File: config.mk
export PLATFORM = sky130hd
export DESIGN_NAME = mtq_ram
export DESIGN_NICKNAME = d
export VERILOG_FILES = /design/src/rtl/mtq_ram.sv
export SDC_FILE = /design/constraint.sdc
export NUM_CORES = 1
export LEC_CHECK = 0
export BUFFER_PORTS_ARGS = -buffer_cell sky130_fd_sc_hd__buf_4
export CORE_ASPECT_RATIO = 0.5
export CORE_MARGIN = 4
export CORE_UTILIZATION = 35
export CTS_CLUSTER_DIAMETER = 50
export DETAILED_ROUTE_END_ITERATION = 7
export GPL_TIMING_DRIVEN = 0
export HOLD_SLACK_MARGIN = 0.08
export PLACE_DENSITY = 0.6
export SYNTH_ARGS = -nofsm -noshare
export SYNTH_HDL_FRONTEND = slang
export SYNTH_SLANG_ARGS = --single-unit
File: constraint.sdc
create_clock -name i_clk -period 3.8 [get_ports i_clk]
set_input_delay 0 -clock i_clk [delete_from_list [all_inputs] [get_ports i_clk]]
set_output_delay 0 -clock i_clk [all_outputs]
set_load 0.05 [all_outputs]
File: src/rtl/mtq_ram.sv
// Generic single-write, single-read synchronous RAM with registered read data.
`default_nettype none
module mtq_ram #(
    parameter int WIDTH = 8,
    parameter int AW    = 4
) (
    input  wire logic             i_clk,
    input  wire logic             i_wr_en,
    input  wire logic [AW-1:0]    i_wr_addr,
    input  wire logic [WIDTH-1:0] i_wr_data,
    input  wire logic             i_rd_en,
    input  wire logic [AW-1:0]    i_rd_addr,
    output logic      [WIDTH-1:0] o_rd_data
);

    logic [WIDTH-1:0] r_mem [0:(1 << AW)-1];
    logic [WIDTH-1:0] r_rd_data;

    always_ff @(posedge i_clk) begin
        if (i_wr_en) begin
            r_mem[i_wr_addr] <= i_wr_data;
        end
    end

    always_ff @(posedge i_clk) begin
        if (i_rd_en) begin
            r_rd_data <= r_mem[i_rd_addr];
        end
    end

    assign o_rd_data = r_rd_data;

endmodule
`default_nettype wire

==> flow_metrics.tcl, run 1 <==
set metrics [dict create \
    status "complete, no violations" \
    drive_gt1_share_pct 28.3 \
    htreeDepth 4 \
    cp.required_ns 3.82 \
    final_cell_mix "136 x edfxtp_1, 26 x buf_4, 18 x mux4_2" \
    cp-start-kind "primary input" \
    rrSetupSlack_ns 2.13 \
    ff_latch_area_sq_um 4080 \
    reg2regPathDepth 3 \
    post_synth.cell_area_avg_sq_um 22.8 \
    insertion_delay_ns 0.41 \
    start_util_pct 35.9 \
    fin_crit_sh_pct 45.1 \
    chipHeight_um 94.4 \
    areaGrowthSynthToFinish_pct 21.8 \
    netlist.area_leader.share_pct 78.1 \
    drtIter0Drc 211 \
    final-hold-violation-count 0 \
    hpwl_um 6630 \
    drcViolationCount 0 \
    yosysSeqAreaShare_pct 78.1 \
    combPwrFrac_pct 5.7 \
    ctsResizeCount 0 \
    antenna_found_initial 0 \
    yosysTopAreaCell "edfxtp_1" \
    yosysUniqueCellTypes 18 \
    syn_nets 248 \
    cts_setup_buffers 0 \
    synthCells 229 \
    synth.cell_area_sq_um 5230 \
    p_sw_w 0.000707 \
    timing.rr.start "r_mem[1][2]" \
    core_area_sq_um 14500 \
    cp-end-kind "register" \
    power_density_nw_per_um2 550 \
    holdCritStartpoint "i_wr_addr[0]" \
    dr.pass1.iters 4 \
    place_area_sq_um 5660 \
    cap_violations 0 \
    grt_usage_pct 12.7 \
    min_delay_path_depth 2 \
    hold_buffers 9 \
    final_area_sq_um 6360 \
    grt_overflow_total 0 \
    cp.arrival_ns 1.73 \
    die_area_sq_um 17100 \
    power.leakage_nw 2.11 \
    detail_route.wl_per_cell_um 20.6 \
    pin_count 27 \
    holdWs_ns 0.125 \
    worstSetupStartpoint "i_wr_addr[1]" \
    hold_class "in2reg" \
    drt.antenna.violating_nets 0 \
    fmax_mhz 584 \
    fillerInstances 1239 \
    gp_congestion 0.762 \
    dr_total_vias 2429 \
    worst_pin_slew_ns 1.28 \
    power_frac_seq_pct 48.5 \
    r2r-end "o_rd_data[2]" \
    grt_first_pass_wirelength_um 15500 \
    path_clk_slew_ns 0.06 \
    yosys-top-cells-area "edfxtp_1 78%, mux4_2 7.8%, mux4_1 7.0%" \
    clkPwrFrac_pct 45.7 \
    internal-power_w 0.00279 \
    rsz0062_at_grt "no" \
    fin_nets 303 \
    peakVddDrop_uv 318 \
    vias_per_cell 4.91 \
    cp_max_fo 8 \
    n_antenna_cell 0 \
    swShare_pct 20.2 \
    yosysWarnings 0 \
    finalMaxSlewViolations 0 \
    crit_end "r_mem[0][0]" \
    relSlewSlack_pct 13.8 \
    final_common_cell "edfxtp_1" \
    clock_sinks 136 \
    cts_tree "done" \
    final.setup.tns_ns 0 \
    numCtsBuffers 17 \
    multi_input_area_sq_um 1060 \
    ys_seq_elements 136 \
    final.min_clock_period_ns 1.71 \
    rows 31 \
    setup_viol 0 \
    cts_root_buf "clkbuf_16" \
    grt_pass1_vias 2599 \
    io_buffers 25 \
    grt_max_degree 17 \
    wl_um 10200 \
    clk_path_buf_depth 2 \
    die_w_um 181 \
    fin_skew_ns 0.0105 \
    path_class "in2reg" \
]
-- registers in the layout, indices dropped and copies added (netlist names) --
name,flops
o_rd_data,8
r_mem,128
-- cell type report --
cell class                 instances  area share [%]
sequential                       136            64.2
tap                              198            3.89
timing repair buffer              36            4.68
clock buffer                      18            6.74
clock inverter                    14            2.48
buffer                            10            1.36
multi-input combinational         83            16.7
-- metal layers --
metal,global-route usage (%),wire (um)
met1,15.6,4420
met2,21.6,5320
met3,3.62,354
met4,5.22,103
met5,0,0
-- synth_stat cells, drive strengths merged --
cell type / number
and2b: 1
nand2b: 2
clkdlybuf4s25: 3
a22oi: 16
mux4: 32
nand3b: 2
nand2: 9
edfxtp: 136
nand3: 1
nor3: 4
nor2b: 1
and2: 1
buf: 7
or3b: 1
nor2: 13
-- logic make-up (layout without fill, tap and decap cells) --
group	Yosys count	count (layout)	share of synthesized area (%)
flops	136	136	78.1
simple gates	35	35	3.14
mux	32	32	14.8
compound gates	16	16	2.30
buf+inv	10	78	1.65
-- power groups by stage --
stage	Combinational, W	Clock, W	Sequential, W
global placement	0.000189	0	0.00173
finish	0.000201	0.00160	0.00170
floorplan	0.0000853	0	0.00175
detailed placement	0.000194	0	0.00173
CTS	0.000203	0.00163	0.00170
global route	0.000216	0.00170	0.00170
-- through the flow --
step	instances	utilization (%)	power (W)	setup slack, ns
finish	495	43.8	0.00350	2.09
global route	495	43.8	0.00362	1.97
CTS	493	43.6	0.00353	2.11
detailed placement	452	38.9	0.00192	1.68
global placement	452	38.9	0.00192	1.77
floorplan	229	-	0.00184	2.31
-- how the worst min path moves through the flow --
stage | end | slack [ns]
after floorplan | r_mem[0][0] | 0.1
after global placement | o_rd_data[7] | 0.30
after detailed placement | o_rd_data[2] | 0.31
after CTS | r_mem[8][4] | 0.11
after global routing | r_mem[8][4] | 0.12
final | r_mem[4][4] | 0.13
-- worst max-delay path, cell delays in order --
cell and delay (ns):
dlygate4sd3_1 0.54, buf_4 0.16, nor3_1 1.02
No activity file was read; power rests on OpenSTA's default activity.
==> inputs of run 2 (changes only) <==
==> constraint.sdc (replaced) <==
create_clock -name i_clk -period 1.8 [get_ports i_clk]
set_input_delay 0 -clock i_clk [delete_from_list [all_inputs] [get_ports i_clk]]
set_output_delay 0 -clock i_clk [all_outputs]
set_load 0.05 [all_outputs]
==> flow_metrics.tcl, run 2 (same netlist as run 1, synthesis figures left out) <==
set metrics [dict create \
    status "complete, no violations" \
    clk_path_buf_depth 2 \
    cp.arrival_ns 1.81 \
    path_class "reg2reg" \
    relSlewSlack_pct 13.3 \
    vias_per_cell 4.91 \
    wl_um 10200 \
    io_buffers 25 \
    ctsResizeCount 0 \
    worstPathCellList "mux4_1, a22oi_1, nand2_1" \
    multi_input_area_sq_um 1060 \
    insertion_delay_ns 0.41 \
    cts_root_buf "clkbuf_16" \
    cp_max_fo 1 \
    gp_congestion 0.762 \
    holdWs_ns 0.105 \
    chipHeight_um 94.4 \
    final.setup.tns_ns 0 \
    hpwl_um 6630 \
    hold_class "in2reg" \
    start_util_pct 35.9 \
    n_antenna_cell 0 \
    place_area_sq_um 5660 \
    die_area_sq_um 17100 \
    dp_cells 452 \
    areaGrowthSynthToFinish_pct 21.8 \
    fin_skew_ns 0.00777 \
    worst_pin_slew_ns 1.29 \
    rrSetupSlack_ns 0.14 \
    dr.pass1.iters 4 \
    antenna_found_initial 0 \
    grt_pass1_vias 2599 \
    die_w_um 181 \
    r2r-end "o_rd_data[2]" \
    drtIter0Drc 235 \
    cp.required_ns 1.95 \
    dr_total_vias 2432 \
    clock_sinks 136 \
    final_common_cell "edfxtp_1" \
    dp_worst_setup_slack_ns -0.321 \
    grt_usage_pct 12.7 \
    holdCritStartpoint "i_wr_addr[0]" \
    min_delay_path_depth 2 \
    grt_overflow_total 0 \
    cp_slowest_cell "mux4_1" \
    final_area_sq_um 6360 \
    cap_violations 0 \
    cp-start-kind "register" \
    rows 31 \
    cts_tree "done" \
    detail_route.wl_per_cell_um 20.6 \
    power_density_nw_per_um2 1160 \
    pin_count 27 \
    hold_buffers 9 \
    largest_reg_flops 128 \
    htreeDepth 4 \
    power.leakage_nw 2.10 \
    final-hold-violation-count 0 \
    rsz0062_at_grt "no" \
    ff_latch_area_sq_um 4080 \
    peakVddDrop_uv 686 \
    grt_first_pass_wirelength_um 15500 \
    final_cell_mix "136 x edfxtp_1, 26 x buf_4, 18 x mux4_2" \
    numCtsBuffers 17 \
    grt_max_degree 17 \
    finalMaxSlewViolations 0 \
    fin_nets 303 \
    fmax_mhz 602 \
    path_clk_slew_ns 0.06 \
    instances_no_fill 495 \
    fin_crit_sh_pct 92.2 \
    drive_gt1_share_pct 28.3 \
    fin_ws_ns 0.140 \
    slowest_delay_ns 0.54 \
    fillerInstances 1239 \
    reg2regPathDepth 3 \
    drt.antenna.violating_nets 0 \
    setup_viol 0 \
    timing.rr.start "r_mem[1][2]" \
    regMostFlops "r_mem" \
    final.min_clock_period_ns 1.66 \
    core_area_sq_um 14500 \
    cts_setup_buffers 0 \
    cp-end-kind "register" \
    hold-path-endpoint "r_mem[4][4]" \
    drcViolationCount 0 \
]
run 2: cell counts in the layout (fill, tap and decap cells not counted):
Identical to the previous run, type by type.
run 2: how the worst max path moves through the flow:
stage	cells after the start	slack (ns)	endpoint	startpoint
4_1_cts	3	0.11	r_mem[0][0]	i_wr_addr[2]
5_1_grt	3	0.06	r_mem[0][0]	i_wr_addr[2]
3_5_place_dp	3	-0.32	r_mem[0][4]	i_wr_addr[2]
2_1_floorplan	2	0.31	r_mem[0][0]	i_wr_addr[2]
3_3_place_gp	3	-0.23	r_mem[0][2]	i_wr_addr[2]
6_report	3	0.14	o_rd_data[2]	r_mem[1][2]
run 2: cell type report:
| class | count | share of cell area (%) |
|---|---|---|
| Clock buffer | 18 | 6.74 |
| Timing Repair Buffer | 36 | 4.68 |
| Buffer | 10 | 1.36 |
| Clock inverter | 14 | 2.48 |
| Sequential cell | 136 | 64.2 |
| Tap cell | 198 | 3.89 |
| Multi-Input combinational cell | 83 | 16.7 |
run 2: worst max-delay path, delay by kind of cell, from the launching register on:
kind	cells	cell delay, ns
multiplexers	1	0.54
AO/OA/AOI/OAI	1	0.40
flip-flops	1	0.36
AND/OR/NAND/NOR	1	0.10
run 2: layer usage:
| layer | share of wire [%] | track usage (%) | up-vias | routed length [um] |
|---|---|---|---|---|
| li1 | - | - | 1086 | - |
| met1 | 43 | 15.6 | 1287 | 4380 |
| met2 | 52 | 21.6 | 46 | 5270 |
| met3 | 4.0 | 3.62 | 13 | 405 |
| met4 | 1.4 | 5.22 | 0 | 141 |
| met5 | 0 | 0 | - | 0 |
run 2: stage by stage:
stage                     utilization [%]  total power [W]
final                                43.8          0.00741
after CTS                            43.6          0.00745
after global placement               38.9          0.00405
after global routing                 43.8          0.00764
after detailed placement             38.9          0.00406
after floorplan                         -          0.00388
run 2: where the power goes:
group          internal, W  switching, W  total [W]
sequential         0.00357     0.0000165    0.00359
combinational     0.000173      0.000254   0.000427
clock              0.00216       0.00124    0.00340
total              0.00590       0.00151    0.00741
==> inputs of run 3 (changes only) <==
--- a/config.mk
+++ b/config.mk
@@ -7,7 +7,6 @@
 export LEC_CHECK = 0
 export BUFFER_PORTS_ARGS = -buffer_cell sky130_fd_sc_hd__buf_4
 export CORE_ASPECT_RATIO = 0.5
-export CORE_MARGIN = 4
 export CORE_UTILIZATION = 35
 export CTS_CLUSTER_DIAMETER = 50
 export DETAILED_ROUTE_END_ITERATION = 7
==> flow_metrics.tcl, run 3 (same netlist as run 1, synthesis figures left out) <==
set metrics [dict create \
    grt_pass1_vias 2488 \
    fin_skew_ns 0.0103 \
    place_area_sq_um 5660 \
    areaGrowthSynthToFinish_pct 21.3 \
    dr_total_vias 2464 \
    setup_viol 0 \
    insertion_delay_ns 0.42 \
    cp.required_ns 1.94 \
    rsz0062_at_grt "no" \
    cts_root_buf "clkbuf_16" \
    drcViolationCount 0 \
    cap_violations 0 \
    regMostFlops "r_mem" \
    drive_gt1_share_pct 27.9 \
    io_buffers 25 \
    path_class "reg2reg" \
    numCtsBuffers 17 \
    peakVddDrop_uv 573 \
    cp_max_fo 1 \
    start_util_pct 36.0 \
    wl_met1_um 4390 \
    finalPower_w 0.00727 \
    power_density_nw_per_um2 1150 \
    grt_first_pass_wirelength_um 15100 \
    vias_per_cell 4.98 \
    hpwl_um 6490 \
    holdWs_ns 0.144 \
    fin_nets 303 \
    clock_sinks 136 \
    worst_pin_slew_ns 1.34 \
    cts_setup_buffers 0 \
    highest_layer "met4" \
    detail_route.wl_per_cell_um 20.4 \
    grt_overflow_total 0 \
    worstPathCellList "mux4_1, a22oi_1, nand2_1" \
    drt.antenna.violating_nets 0 \
    cp_slowest_cell "mux4_1" \
    final_common_cell "edfxtp_1" \
    final_area_sq_um 6340 \
    fin_crit_sh_pct 95.7 \
    grt_usage_pct 14.2 \
    largest_reg_flops 128 \
    final.min_clock_period_ns 1.72 \
    rows 31 \
    wl_um 10100 \
    final_cell_mix "136 x edfxtp_1, 26 x buf_4, 18 x mux4_2" \
    min_delay_path_depth 2 \
    drtIter0Drc 239 \
    ctsResizeCount 0 \
    cp-end-kind "register" \
    cp.arrival_ns 1.86 \
    die_area_sq_um 15500 \
    cts_tree "done" \
    route.met2.wl_um 5120 \
    dr.pass1.iters 4 \
    htreeDepth 4 \
    reg2regPathDepth 3 \
    final.setup.tns_ns 0 \
    cp-start-kind "register" \
    core_area_sq_um 14500 \
    path_clk_slew_ns 0.06 \
    clk_path_buf_depth 2 \
    slowest_delay_ns 0.50 \
    chipHeight_um 88.4 \
    wl_met3_um 495 \
    relSlewSlack_pct 10.1 \
    finalMaxSlewViolations 0 \
    final-hold-violation-count 0 \
    pin_count 27 \
    hold_class "in2reg" \
    gp_congestion 0.835 \
    die_w_um 175 \
    power.leakage_nw 2.09 \
    grt_max_degree 17 \
    n_antenna_cell 0 \
    antenna_found_initial 0 \
    status "complete, no violations" \
    fmax_mhz 581 \
]
-- run 3: changes by cell type in the layout (fill, tap and decap cells not counted) --
cell / before / now
bufinv_16: 3 / 2
clkbuf_1: 1 / 2
clkinv_2: 4 / 3
clkinv_4: 2 / 3
-- run 3: metrics by stage --
| stage | utilization [%] | std cells | setup slack (ns) |
|---|---|---|---|
| after floorplan | - | 229 | 0.307 |
| after global placement | 39.0 | 452 | -0.211 |
| after detailed placement | 39.0 | 452 | -0.362 |
| after CTS | 43.5 | 493 | 0.0395 |
| after global routing | 43.7 | 495 | 0.0858 |
| final | 43.7 | 495 | 0.0777 |
-- run 3: report_power, final --
group	switching [W]	internal [W]	total (W)	leakage [nW]
Combinational	0.000256	0.000173	0.000429	0.586
Sequential	0.0000157	0.00357	0.00359	1.24
Clock	0.00124	0.00202	0.00326	0.268
-- run 3: path summary, 6_finish.rpt --
kind / slack (ns) / end / startpoint
setup reg to reg: 0.08 / o_rd_data[0] / r_mem[2][0]
setup / recovery: 0.08 / o_rd_data[0] / r_mem[2][0]
hold reg to reg: 0.77 / o_rd_data[1] / r_mem[14][1]
hold / removal: 0.14 / r_mem[4][5] / i_wr_addr[0]
-- run 3: per-layer routing --
metal  up-vias  global-route usage (%)
met5         -                       0
met4         0                    6.09
met3        10                    3.74
met2        71                    23.4
met1      1289                    18.1
li1       1094                       -
-- run 3: critical path, delay by kind of cell, from the launching register on --
kind	cells	cell delay, ns
compound gates	1	0.44
flops	1	0.36
mux	1	0.50
simple gates	1	0.14
-- run 3: area by class of cell --
cell class | count | area [sq um]
Fill cell | 1251 | 8160
Tap cell | 198 | 248
Clock inverter | 13 | 131
Sequential cell | 136 | 4080
Clock buffer | 19 | 433
Multi-Input combinational cell | 83 | 1060
Buffer | 10 | 86.3
Timing Repair Buffer | 36 | 298
-- run 3: what timing repair did --
action,CTS,global route
hold buffers,9,2
setup endpoints to repair,0,0
hold endpoints to repair,136,8
