### src/rtl/mtq_pkg.sv
// Shared types, sizes and codes for the max-tracking FIFO queue.
`default_nettype none
package mtq_pkg;

    localparam int DEPTH      = 64;
    localparam int VALUE_BITS = 32;
    localparam int TAG_BITS   = 16;
    localparam int ADDR_W     = $clog2(DEPTH);
    localparam int CNT_W      = $clog2(DEPTH + 1);
    // max-stack store: head stack in the lower half, tail stack in the upper half
    localparam int MAX_AW     = ADDR_W + 1;

    localparam logic [1:0] FUNC_PUSH  = 2'd0;
    localparam logic [1:0] FUNC_POP   = 2'd1;
    localparam logic [1:0] FUNC_QUERY = 2'd2;
    // unused code, behaves as a query
    localparam logic [1:0] FUNC_SPARE = 2'd3;

    localparam logic [1:0] ERR_OK    = 2'd0;
    localparam logic [1:0] ERR_EMPTY = 2'd1;
    localparam logic [1:0] ERR_FULL  = 2'd2;

    localparam logic HEAD_REGION = 1'b0;
    localparam logic TAIL_REGION = 1'b1;

    typedef struct packed {
        logic [VALUE_BITS-1:0] weight;
        logic [VALUE_BITS-1:0] price;
        logic [TAG_BITS-1:0]   tag;
    } t_entry;

    localparam int ENTRY_W = $bits(t_entry);

    typedef struct packed {
        logic [ADDR_W-1:0] slot;
        t_entry            entry;
    } t_max_rec;

    localparam int MAX_REC_W = $bits(t_max_rec);

    typedef struct packed {
        t_entry           front;
        t_entry           best;
        logic [CNT_W-1:0] occupancy;
        logic [1:0]       error_code;
    } t_result;

    typedef enum logic [1:0] {
        ST_IDLE,
        ST_POP,
        ST_WALK,
        ST_RESULT
    } t_state;

    // circular slot arithmetic: base < DEPTH, off <= DEPTH
    function automatic logic [ADDR_W-1:0] slot_add(input logic [ADDR_W-1:0] base,
                                                   input logic [CNT_W-1:0]  off);
        logic [CNT_W:0] sum;
        sum = (CNT_W + 1)'(base) + (CNT_W + 1)'(off);
        if (sum >= (CNT_W + 1)'(DEPTH)) begin
            sum = sum - (CNT_W + 1)'(DEPTH);
        end
        return sum[ADDR_W-1:0];
    endfunction

endpackage
`default_nettype wire

### src/rtl/mtq_ctrl.sv
// Queue sequencer: stack counters, cached tops, memory accesses and tail-to-head move.
`default_nettype none
module mtq_ctrl (
    input  wire logic                         i_clk,
    input  wire logic                         i_rst_n,
    input  wire logic                         i_in_valid,
    output logic                              o_in_stall,
    input  wire logic [1:0]                   i_func,
    input  wire mtq_pkg::t_entry              i_item,
    output logic                              o_ent_wr_en,
    output logic [mtq_pkg::ADDR_W-1:0]        o_ent_wr_addr,
    output mtq_pkg::t_entry                   o_ent_wr_data,
    output logic                              o_ent_rd_en,
    output logic [mtq_pkg::ADDR_W-1:0]        o_ent_rd_addr,
    input  wire mtq_pkg::t_entry              i_ent_rd_data,
    output logic                              o_max_wr_en,
    output logic [mtq_pkg::MAX_AW-1:0]        o_max_wr_addr,
    output mtq_pkg::t_max_rec                 o_max_wr_data,
    output logic                              o_max_rd_en,
    output logic [mtq_pkg::MAX_AW-1:0]        o_max_rd_addr,
    input  wire mtq_pkg::t_max_rec            i_max_rd_data,
    output logic                              o_res_valid,
    output mtq_pkg::t_result                  o_res,
    input  wire logic                         i_res_ready
);

    mtq_pkg::t_state                  r_state,    n_state;
    logic [mtq_pkg::ADDR_W-1:0]       r_oldest,   n_oldest;
    logic [mtq_pkg::CNT_W-1:0]        r_head_cnt, n_head_cnt;
    logic [mtq_pkg::CNT_W-1:0]        r_tail_cnt, n_tail_cnt;
    logic [mtq_pkg::CNT_W-1:0]        r_hmc,      n_hmc;
    logic [mtq_pkg::CNT_W-1:0]        r_tmc,      n_tmc;
    mtq_pkg::t_entry                  r_front,    n_front;
    mtq_pkg::t_max_rec                r_hm,       n_hm;
    mtq_pkg::t_max_rec                r_tm,       n_tm;
    logic [1:0]                       r_err,      n_err;
    logic [mtq_pkg::ADDR_W-1:0]       r_walk_k,   n_walk_k;
    logic                             r_reload,   n_reload;

    logic [mtq_pkg::CNT_W-1:0]        w_occ;
    logic [mtq_pkg::CNT_W-1:0]        w_hmc_m2;
    logic [mtq_pkg::ADDR_W-1:0]       w_push_slot;
    logic [mtq_pkg::ADDR_W-1:0]       w_next_oldest;
    logic [mtq_pkg::ADDR_W-1:0]       w_walk_slot;
    mtq_pkg::t_max_rec                w_push_rec;
    mtq_pkg::t_max_rec                w_walk_rec;

    assign w_occ         = r_head_cnt + r_tail_cnt;
    assign w_hmc_m2      = r_hmc - mtq_pkg::CNT_W'(2);
    assign w_push_slot   = mtq_pkg::slot_add(r_oldest, w_occ);
    assign w_next_oldest = mtq_pkg::slot_add(r_oldest, mtq_pkg::CNT_W'(1));
    assign w_walk_slot   = mtq_pkg::slot_add(r_oldest, mtq_pkg::CNT_W'(r_walk_k));
    assign w_push_rec    = '{slot: w_push_slot, entry: i_item};
    assign w_walk_rec    = '{slot: w_walk_slot, entry: i_ent_rd_data};

    assign o_in_stall = !i_rst_n || (r_state != mtq_pkg::ST_IDLE);

    always_ff @(posedge i_clk) begin
        if (!i_rst_n) begin
            r_state    <= mtq_pkg::ST_IDLE;
            r_oldest   <= '0;
            r_head_cnt <= '0;
            r_tail_cnt <= '0;
            r_hmc      <= '0;
            r_tmc      <= '0;
        end else begin
            r_state    <= n_state;
            r_oldest   <= n_oldest;
            r_head_cnt <= n_head_cnt;
            r_tail_cnt <= n_tail_cnt;
            r_hmc      <= n_hmc;
            r_tmc      <= n_tmc;
        end
    end

    always_ff @(posedge i_clk) begin
        r_front  <= n_front;
        r_hm     <= n_hm;
        r_tm     <= n_tm;
        r_err    <= n_err;
        r_walk_k <= n_walk_k;
        r_reload <= n_reload;
    end

    always_comb begin
        n_state    = r_state;
        n_oldest   = r_oldest;
        n_head_cnt = r_head_cnt;
        n_tail_cnt = r_tail_cnt;
        n_hmc      = r_hmc;
        n_tmc      = r_tmc;
        n_front    = r_front;
        n_hm       = r_hm;
        n_tm       = r_tm;
        n_err      = r_err;
        n_walk_k   = r_walk_k;
        n_reload   = r_reload;

        o_ent_wr_en   = 1'b0;
        o_ent_wr_addr = w_push_slot;
        o_ent_wr_data = i_item;
        o_ent_rd_en   = 1'b0;
        o_ent_rd_addr = w_next_oldest;
        o_max_wr_en   = 1'b0;
        o_max_wr_addr = {mtq_pkg::TAIL_REGION, r_tmc[mtq_pkg::ADDR_W-1:0]};
        o_max_wr_data = w_push_rec;
        o_max_rd_en   = 1'b0;
        o_max_rd_addr = {mtq_pkg::HEAD_REGION, w_hmc_m2[mtq_pkg::ADDR_W-1:0]};
        o_res_valid   = 1'b0;

        unique case (r_state)
            mtq_pkg::ST_IDLE: begin
                if (i_in_valid) begin
                    n_err   = mtq_pkg::ERR_OK;
                    n_state = mtq_pkg::ST_RESULT;
                    case (i_func)
                        mtq_pkg::FUNC_PUSH: begin
                            if (w_occ == mtq_pkg::CNT_W'(mtq_pkg::DEPTH)) begin
                                n_err = mtq_pkg::ERR_FULL;
                            end else if (r_head_cnt == '0) begin
                                // empty queue: the new entry goes straight to the head
                                o_ent_wr_en   = 1'b1;
                                o_max_wr_en   = 1'b1;
                                o_max_wr_addr = {mtq_pkg::HEAD_REGION,
                                                 {mtq_pkg::ADDR_W{1'b0}}};
                                n_hm          = w_push_rec;
                                n_hmc         = mtq_pkg::CNT_W'(1);
                                n_front       = i_item;
                                n_head_cnt    = mtq_pkg::CNT_W'(1);
                            end else begin
                                o_ent_wr_en = 1'b1;
                                if (r_tmc == '0 || i_item.price >= r_tm.entry.price) begin
                                    o_max_wr_en = 1'b1;
                                    n_tm        = w_push_rec;
                                    n_tmc       = r_tmc + mtq_pkg::CNT_W'(1);
                                end
                                n_tail_cnt = r_tail_cnt + mtq_pkg::CNT_W'(1);
                            end
                        end
                        mtq_pkg::FUNC_POP: begin
                            if (w_occ == '0) begin
                                n_err = mtq_pkg::ERR_EMPTY;
                            end else begin
                                n_oldest    = w_next_oldest;
                                n_head_cnt  = r_head_cnt - mtq_pkg::CNT_W'(1);
                                o_ent_rd_en = 1'b1;
                                n_reload    = (r_hm.slot == r_oldest);
                                if (r_hm.slot == r_oldest) begin
                                    n_hmc       = r_hmc - mtq_pkg::CNT_W'(1);
                                    o_max_rd_en = (r_hmc > mtq_pkg::CNT_W'(1));
                                end
                                n_state = mtq_pkg::ST_POP;
                            end
                        end
                        mtq_pkg::FUNC_QUERY: begin
                        end
                        default: begin
                        end
                    endcase
                end
            end
            mtq_pkg::ST_POP: begin
                if (r_head_cnt == '0) begin
                    if (r_tail_cnt != '0) begin
                        // head ran dry: move the tail across, newest first
                        o_ent_rd_en   = 1'b1;
                        o_ent_rd_addr = mtq_pkg::slot_add(r_oldest,
                                                          r_tail_cnt - mtq_pkg::CNT_W'(1));
                        n_walk_k      = mtq_pkg::ADDR_W'(r_tail_cnt - mtq_pkg::CNT_W'(1));
                        n_state       = mtq_pkg::ST_WALK;
                    end else begin
                        n_state = mtq_pkg::ST_RESULT;
                    end
                end else begin
                    n_front = i_ent_rd_data;
                    if (r_reload) begin
                        n_hm = i_max_rd_data;
                    end
                    n_state = mtq_pkg::ST_RESULT;
                end
            end
            mtq_pkg::ST_WALK: begin
                if (r_hmc == '0 || i_ent_rd_data.price >= r_hm.entry.price) begin
                    o_max_wr_en   = 1'b1;
                    o_max_wr_addr = {mtq_pkg::HEAD_REGION, r_hmc[mtq_pkg::ADDR_W-1:0]};
                    o_max_wr_data = w_walk_rec;
                    n_hm          = w_walk_rec;
                    n_hmc         = r_hmc + mtq_pkg::CNT_W'(1);
                end
                if (r_walk_k == '0) begin
                    // last one read is the oldest entry
                    n_front    = i_ent_rd_data;
                    n_head_cnt = r_tail_cnt;
                    n_tail_cnt = '0;
                    n_tmc      = '0;
                    n_state    = mtq_pkg::ST_RESULT;
                end else begin
                    o_ent_rd_en   = 1'b1;
                    o_ent_rd_addr = mtq_pkg::slot_add(r_oldest,
                                        mtq_pkg::CNT_W'(r_walk_k) - mtq_pkg::CNT_W'(1));
                    n_walk_k      = r_walk_k - mtq_pkg::ADDR_W'(1);
                end
            end
            mtq_pkg::ST_RESULT: begin
                o_res_valid = 1'b1;
                if (i_res_ready) begin
                    n_state = mtq_pkg::ST_IDLE;
                end
            end
            default: begin
                n_state = mtq_pkg::ST_IDLE;
            end
        endcase
    end

    always_comb begin
        o_res            = '0;
        o_res.occupancy  = w_occ;
        o_res.error_code = r_err;
        if (w_occ != '0) begin
            o_res.front = r_front;
            // head wins ties
            if (r_tmc != '0 && r_tm.entry.price > r_hm.entry.price) begin
                o_res.best = r_tm.entry;
            end else begin
                o_res.best = r_hm.entry;
            end
        end
    end

`ifndef ASSERT_OFF
    a_occ_bound: assert property (@(posedge i_clk) disable iff (!i_rst_n)
        (mtq_pkg::CNT_W + 1)'(r_head_cnt) + (mtq_pkg::CNT_W + 1)'(r_tail_cnt)
            <= (mtq_pkg::CNT_W + 1)'(mtq_pkg::DEPTH))
        else $error("queue holds more entries than slots");

    a_head_refilled: assert property (@(posedge i_clk) disable iff (!i_rst_n)
        (r_state == mtq_pkg::ST_IDLE && r_head_cnt == '0) |->
            (r_tail_cnt == '0 && r_hmc == '0))
        else $error("head empty while entries remain");

    a_head_max_present: assert property (@(posedge i_clk) disable iff (!i_rst_n)
        (r_state == mtq_pkg::ST_IDLE && r_head_cnt != '0) |->
            (r_hmc != '0 && r_hmc <= r_head_cnt))
        else $error("head max stack out of step with head stack");

    a_tail_max_bound: assert property (@(posedge i_clk) disable iff (!i_rst_n)
        r_tmc <= r_tail_cnt)
        else $error("tail max stack deeper than tail stack");

    a_walk_from_pop: assert property (@(posedge i_clk) disable iff (!i_rst_n)
        $rose(r_state == mtq_pkg::ST_WALK) |-> $past(r_state) == mtq_pkg::ST_POP)
        else $error("tail move started outside a pop");
`endif

endmodule
`default_nettype wire

### config.mk
export PLATFORM = sky130hd
export DESIGN_NAME = mtq_ctrl
export DESIGN_NICKNAME = d
export VERILOG_FILES = /design/src/rtl/mtq_pkg.sv /design/src/rtl/mtq_ctrl.sv
export SDC_FILE = /design/constraint.sdc
export NUM_CORES = 1
export LEC_CHECK = 0
export ABC_AREA = 1
export ABC_CLOCK_PERIOD_IN_PS = 15800
export BUFFER_PORTS_ARGS = -buffer_cell sky130_fd_sc_hd__buf_4
export CAP_MARGIN = 25
export CORE_AREA = 2 2 243 245
export DETAILED_ROUTE_END_ITERATION = 8
export DIE_AREA = 0 0 245 247
export GPL_ROUTABILITY_DRIVEN = 1
export PLACE_DENSITY = 0.57
export SYNTH_ARGS = -nofsm -noshare
export SYNTH_HDL_FRONTEND = slang
export SYNTH_SLANG_ARGS = --single-unit
### constraint.sdc
create_clock -name i_clk -period 15.8 [get_ports i_clk]
set_input_delay 2.37 -clock i_clk [delete_from_list [all_inputs] [get_ports i_clk]]
set_output_delay 2.37 -clock i_clk [all_outputs]
set_load 0.1 [all_outputs]
==> run_results.csv <==
group,metric,value,unit
status,status,"finished clean",
setup_path,cp-startpoint,"i_ent_rd_data[19]",
drt,vias_per_cell,5.11,
final_layout,drive_gt1_share,23.4,%
drt,drt-total-wl,84700,um
yosys,yosysTopAreaCellShare,37.5,%
drt,drc,0,
setup_path,r2r_start,"r_tail_cnt[0]",
drt,wl_per_cell,21.8,um
yosys,ys_async_sr_fraction,0,%
grt,grt_pass1_wl,122000,um
yosys,synth.distinct_cells,57,
timing,finalSetupViolCount,0,
setup_path,crit_chain,"buf_4 > ha_1 > nand2_1 > inv_1 > nand2_1 > nand2_1 > nand2_1 > nand2_1 > nand2_1 > nand2_1 > nand2_1 > nand2_1 > nand2_4 > buf_4 > nand2_1 > o21ai_0 > buf_4",
final_layout,fillers,5832,
min_path,hold_path_depth,2,
final_layout,area_growth,28.9,%
die,start_util,35.1,%
grt,grt_pass1_vias,18800,
setup_path,critPathTopFamily,"simple AND/OR/NAND/NOR gates",
drt,first_pass_iters,6,
setup_path,crit_required,13430,ps
final_layout,multi_input_area,0.00939,mm2
yosys,syn_area,0.0204,mm2
grt,grtUsageTotal,27.0,%
drt,postRouteAntennaNets,0,
yosys,synth_ff_type,"edfxtp_1",
setup_path,timing_worst_setup_path_type,"input port to primary output",
setup_path,rr_endpoint,"r_oldest[0]",
timing,finalCriticalPeriod,8010,ps
setup_path,path_depth,17,
placement,dp_hpwl,64300,um
job,drv_cap,0,
timing,hold_viol,0,
placement,port_buffers,617,
placement,gp_congestion,0.922,
setup_path,critical_path.max_fanout,94,
yosys,syn_avg_cell_area,7.83,um2
timing,tns,0,ps
clocking,holdBufCountCts,0,
timing,drv_slew,0,
setup_path,cp.arrival,5640,ps
clocking,cts_buffers,39,
timing,finClkSkew,20.5,ps
die,io_pins,619,
die,core,0.0582,mm2
yosys,synth_cells,2611,
grt,grt_antenna_before_repair,6,
setup_path,ff2ff_setup_slack,11510,ps
drt,via_count,19800,
min_path,hp-start,"r_head_cnt[5]",
clocking,clock-root-buffer,"clkbuf_16",
clocking,tritoncts,"built",
yosys,syn-num-nets,3007,
setup_path,slowest_stage,"buf_4",
yosys,ys_seq_area_share,41.0,%
yosys,synth_area_leader_cell,"edfxtp_1",
timing,rsz0062_at_grt,"false",
setup_path,end_kind,"primary output",
setup_path,timing.critical_path.buf_inv,4,
timing,fmax,125,MHz
die,die-area,0.0605,mm2
setup_path,crit_top_cell,"nand2_1",
timing,worstMarginPinSlew,1150,ps
timing,slew_headroom,22.2,%
clocking,h-tree-depth,2,
final_layout,final_nets,3473,
grt,grt_max_degree,102,
clocking,cts.clk_slew.worst_paths,60,ps
die,num_rows,89,
drt,drt_iter0_drc,1449,
yosys,ys.warnings.count,0,
clocking,clockBufferDepth,3,
clocking,clock-sinks,291,
yosys,synth_edf_count,255,
yosys,ys_ff_latch,291,
final_layout,regArea,0.00838,mm2
clocking,cts_resized,0,
setup_path,crit_end,"o_max_wr_data[34]",
clocking,cts_setup_buffers,0,
clocking,worstSkewPairLatency,550,ps
yosys,synth.area.top_cells,"edfxtp_1, nand2_1, ha_1",
setup_path,cp-start-kind,"input port",
die,fp.dieW,245,um
grt,grt_overflow_total,0,
setup_path,slowest_delay,730,ps
min_path,hp-class,"register to register",
timing,finalCritPeriodShare,50.7,%
die,die_h,247,um
setup_path,r2r.worst_path.cells,13,
## cell usage after synthesis, types with 4 or more instances
| cell type | n |
|---|---|
| buf_2 | 38 |
| o22ai_1 | 9 |
| a21oi_1 | 172 |
| o21ai_0 | 208 |
| nand2_2 | 5 |
| inv_2 | 6 |
| o21ai_1 | 18 |
| fa_1 | 5 |
| o311ai_0 | 83 |
| nor4_1 | 4 |
| nor3_1 | 12 |
| nor2_1 | 274 |
| buf_1 | 15 |
| inv_1 | 390 |
| xor2_1 | 34 |
| nand2_1 | 549 |
| nand3b_1 | 5 |
| edfxtp_1 | 255 |
| buf_4 | 88 |
| nand4_1 | 12 |
| xnor2_1 | 8 |
| dfxtp_1 | 36 |
| clkbuf_1 | 63 |
| buf_6 | 5 |
| nand3_1 | 129 |
| ha_1 | 139 |
## through the flow
stage / setup slack, ps / util (%) / cell area (um2) / cells / hold WS (ps)
finish: 7790 / 45.2 / 26300 / 3883 / 533
global route: 7450 / 45.2 / 26300 / 3882 / 557
CTS: 7790 / 45.2 / 26300 / 3880 / 525
detailed placement: 7790 / 43.0 / 25000 / 3808 / 518
global placement: 7900 / 42.9 / 25000 / 3806 / 500
floorplan: 4230 / - / 20400 / 2611 / 471
## sequential cells by signal (all words and copies together), names as in the netlist, 2 cells and up
name,flops
r_walk_k,6
r_state,2
r_err,2
r_tail_cnt,7
r_oldest,6
r_tm,80
r_head_cnt,7
r_hm,86
r_hmc,7
r_front,80
r_tmc,7
## how the worst min path moves through the flow
stage and end:
2_1_floorplan r_head_cnt[4], 5_1_grt r_head_cnt[5], 3_3_place_gp r_hmc[6], 3_5_place_dp r_head_cnt[5]
4_1_cts r_head_cnt[5], 6_report r_head_cnt[5]
## area by class of cell
class	count	share of cell area [%]
Inverter	396	5.68
Tap cell	773	3.67
Multi-Input combinational cell	1712	35.7
Sequential cell	291	31.8
Clock buffer	50	3.98
Clock inverter	22	0.926
Timing Repair Buffer	637	18.3
Antenna cell	2	0.0190
## cell families (layout without fill, tap and decap cells)
kind of cell / Yosys count / count (layout) / synth area share, %
and+or+nand+nor: 1009 / 1009 / 20.3
buffers and inverters: 608 / 1105 / 13.3
AOI/OAI and AO/OA: 514 / 514 / 14.5
DFF: 291 / 291 / 41.0
adders and majority gates: 144 / 144 / 9.00
xor gates and xnor gates: 43 / 43 / 1.88
other: 1 / 3 / 0.0183
muxes: 1 / 1 / 0.0551
## worst min-delay path, delay by kind of cell (launching register included)
kind,cells,cell delay (ps)
simple gates,2,150
flops,1,330
## routing by layer
metal,share of wire (%),track usage (%),vias up
li1,-,-,9560
met1,41,33.9,9424
met2,48,45.8,715
met3,6.8,5.27,134
met4,4.0,10.7,10
met5,0.065,0,-
## layout by cell type (no fill, tap or decap), types with 4 or more instances in the layout
master     count
dfxtp_1       36
clkinv_1       9
o21ai_1       18
nand2_4        4
clkinv_2       7
ha_1         139
inv_1        388
clkbuf_1       9
inv_2          4
edfxtp_1     255
clkbuf_16     40
nand3b_1       5
nand4_1       12
o21ai_0      208
buf_4        634
nor2_1       273
a21oi_1      171
nand2_1      548
xor2_1        34
xnor2_1        8
nand2_2        4
o311ai_0      83
nand3_1      129
fa_1           5
nor3_1        12
bufinv_16      5
o22ai_1        9
Power is left out: the tool's default activity adds up to more than one toggle a clock period on the data nets, which glitch-free logic cannot reach.
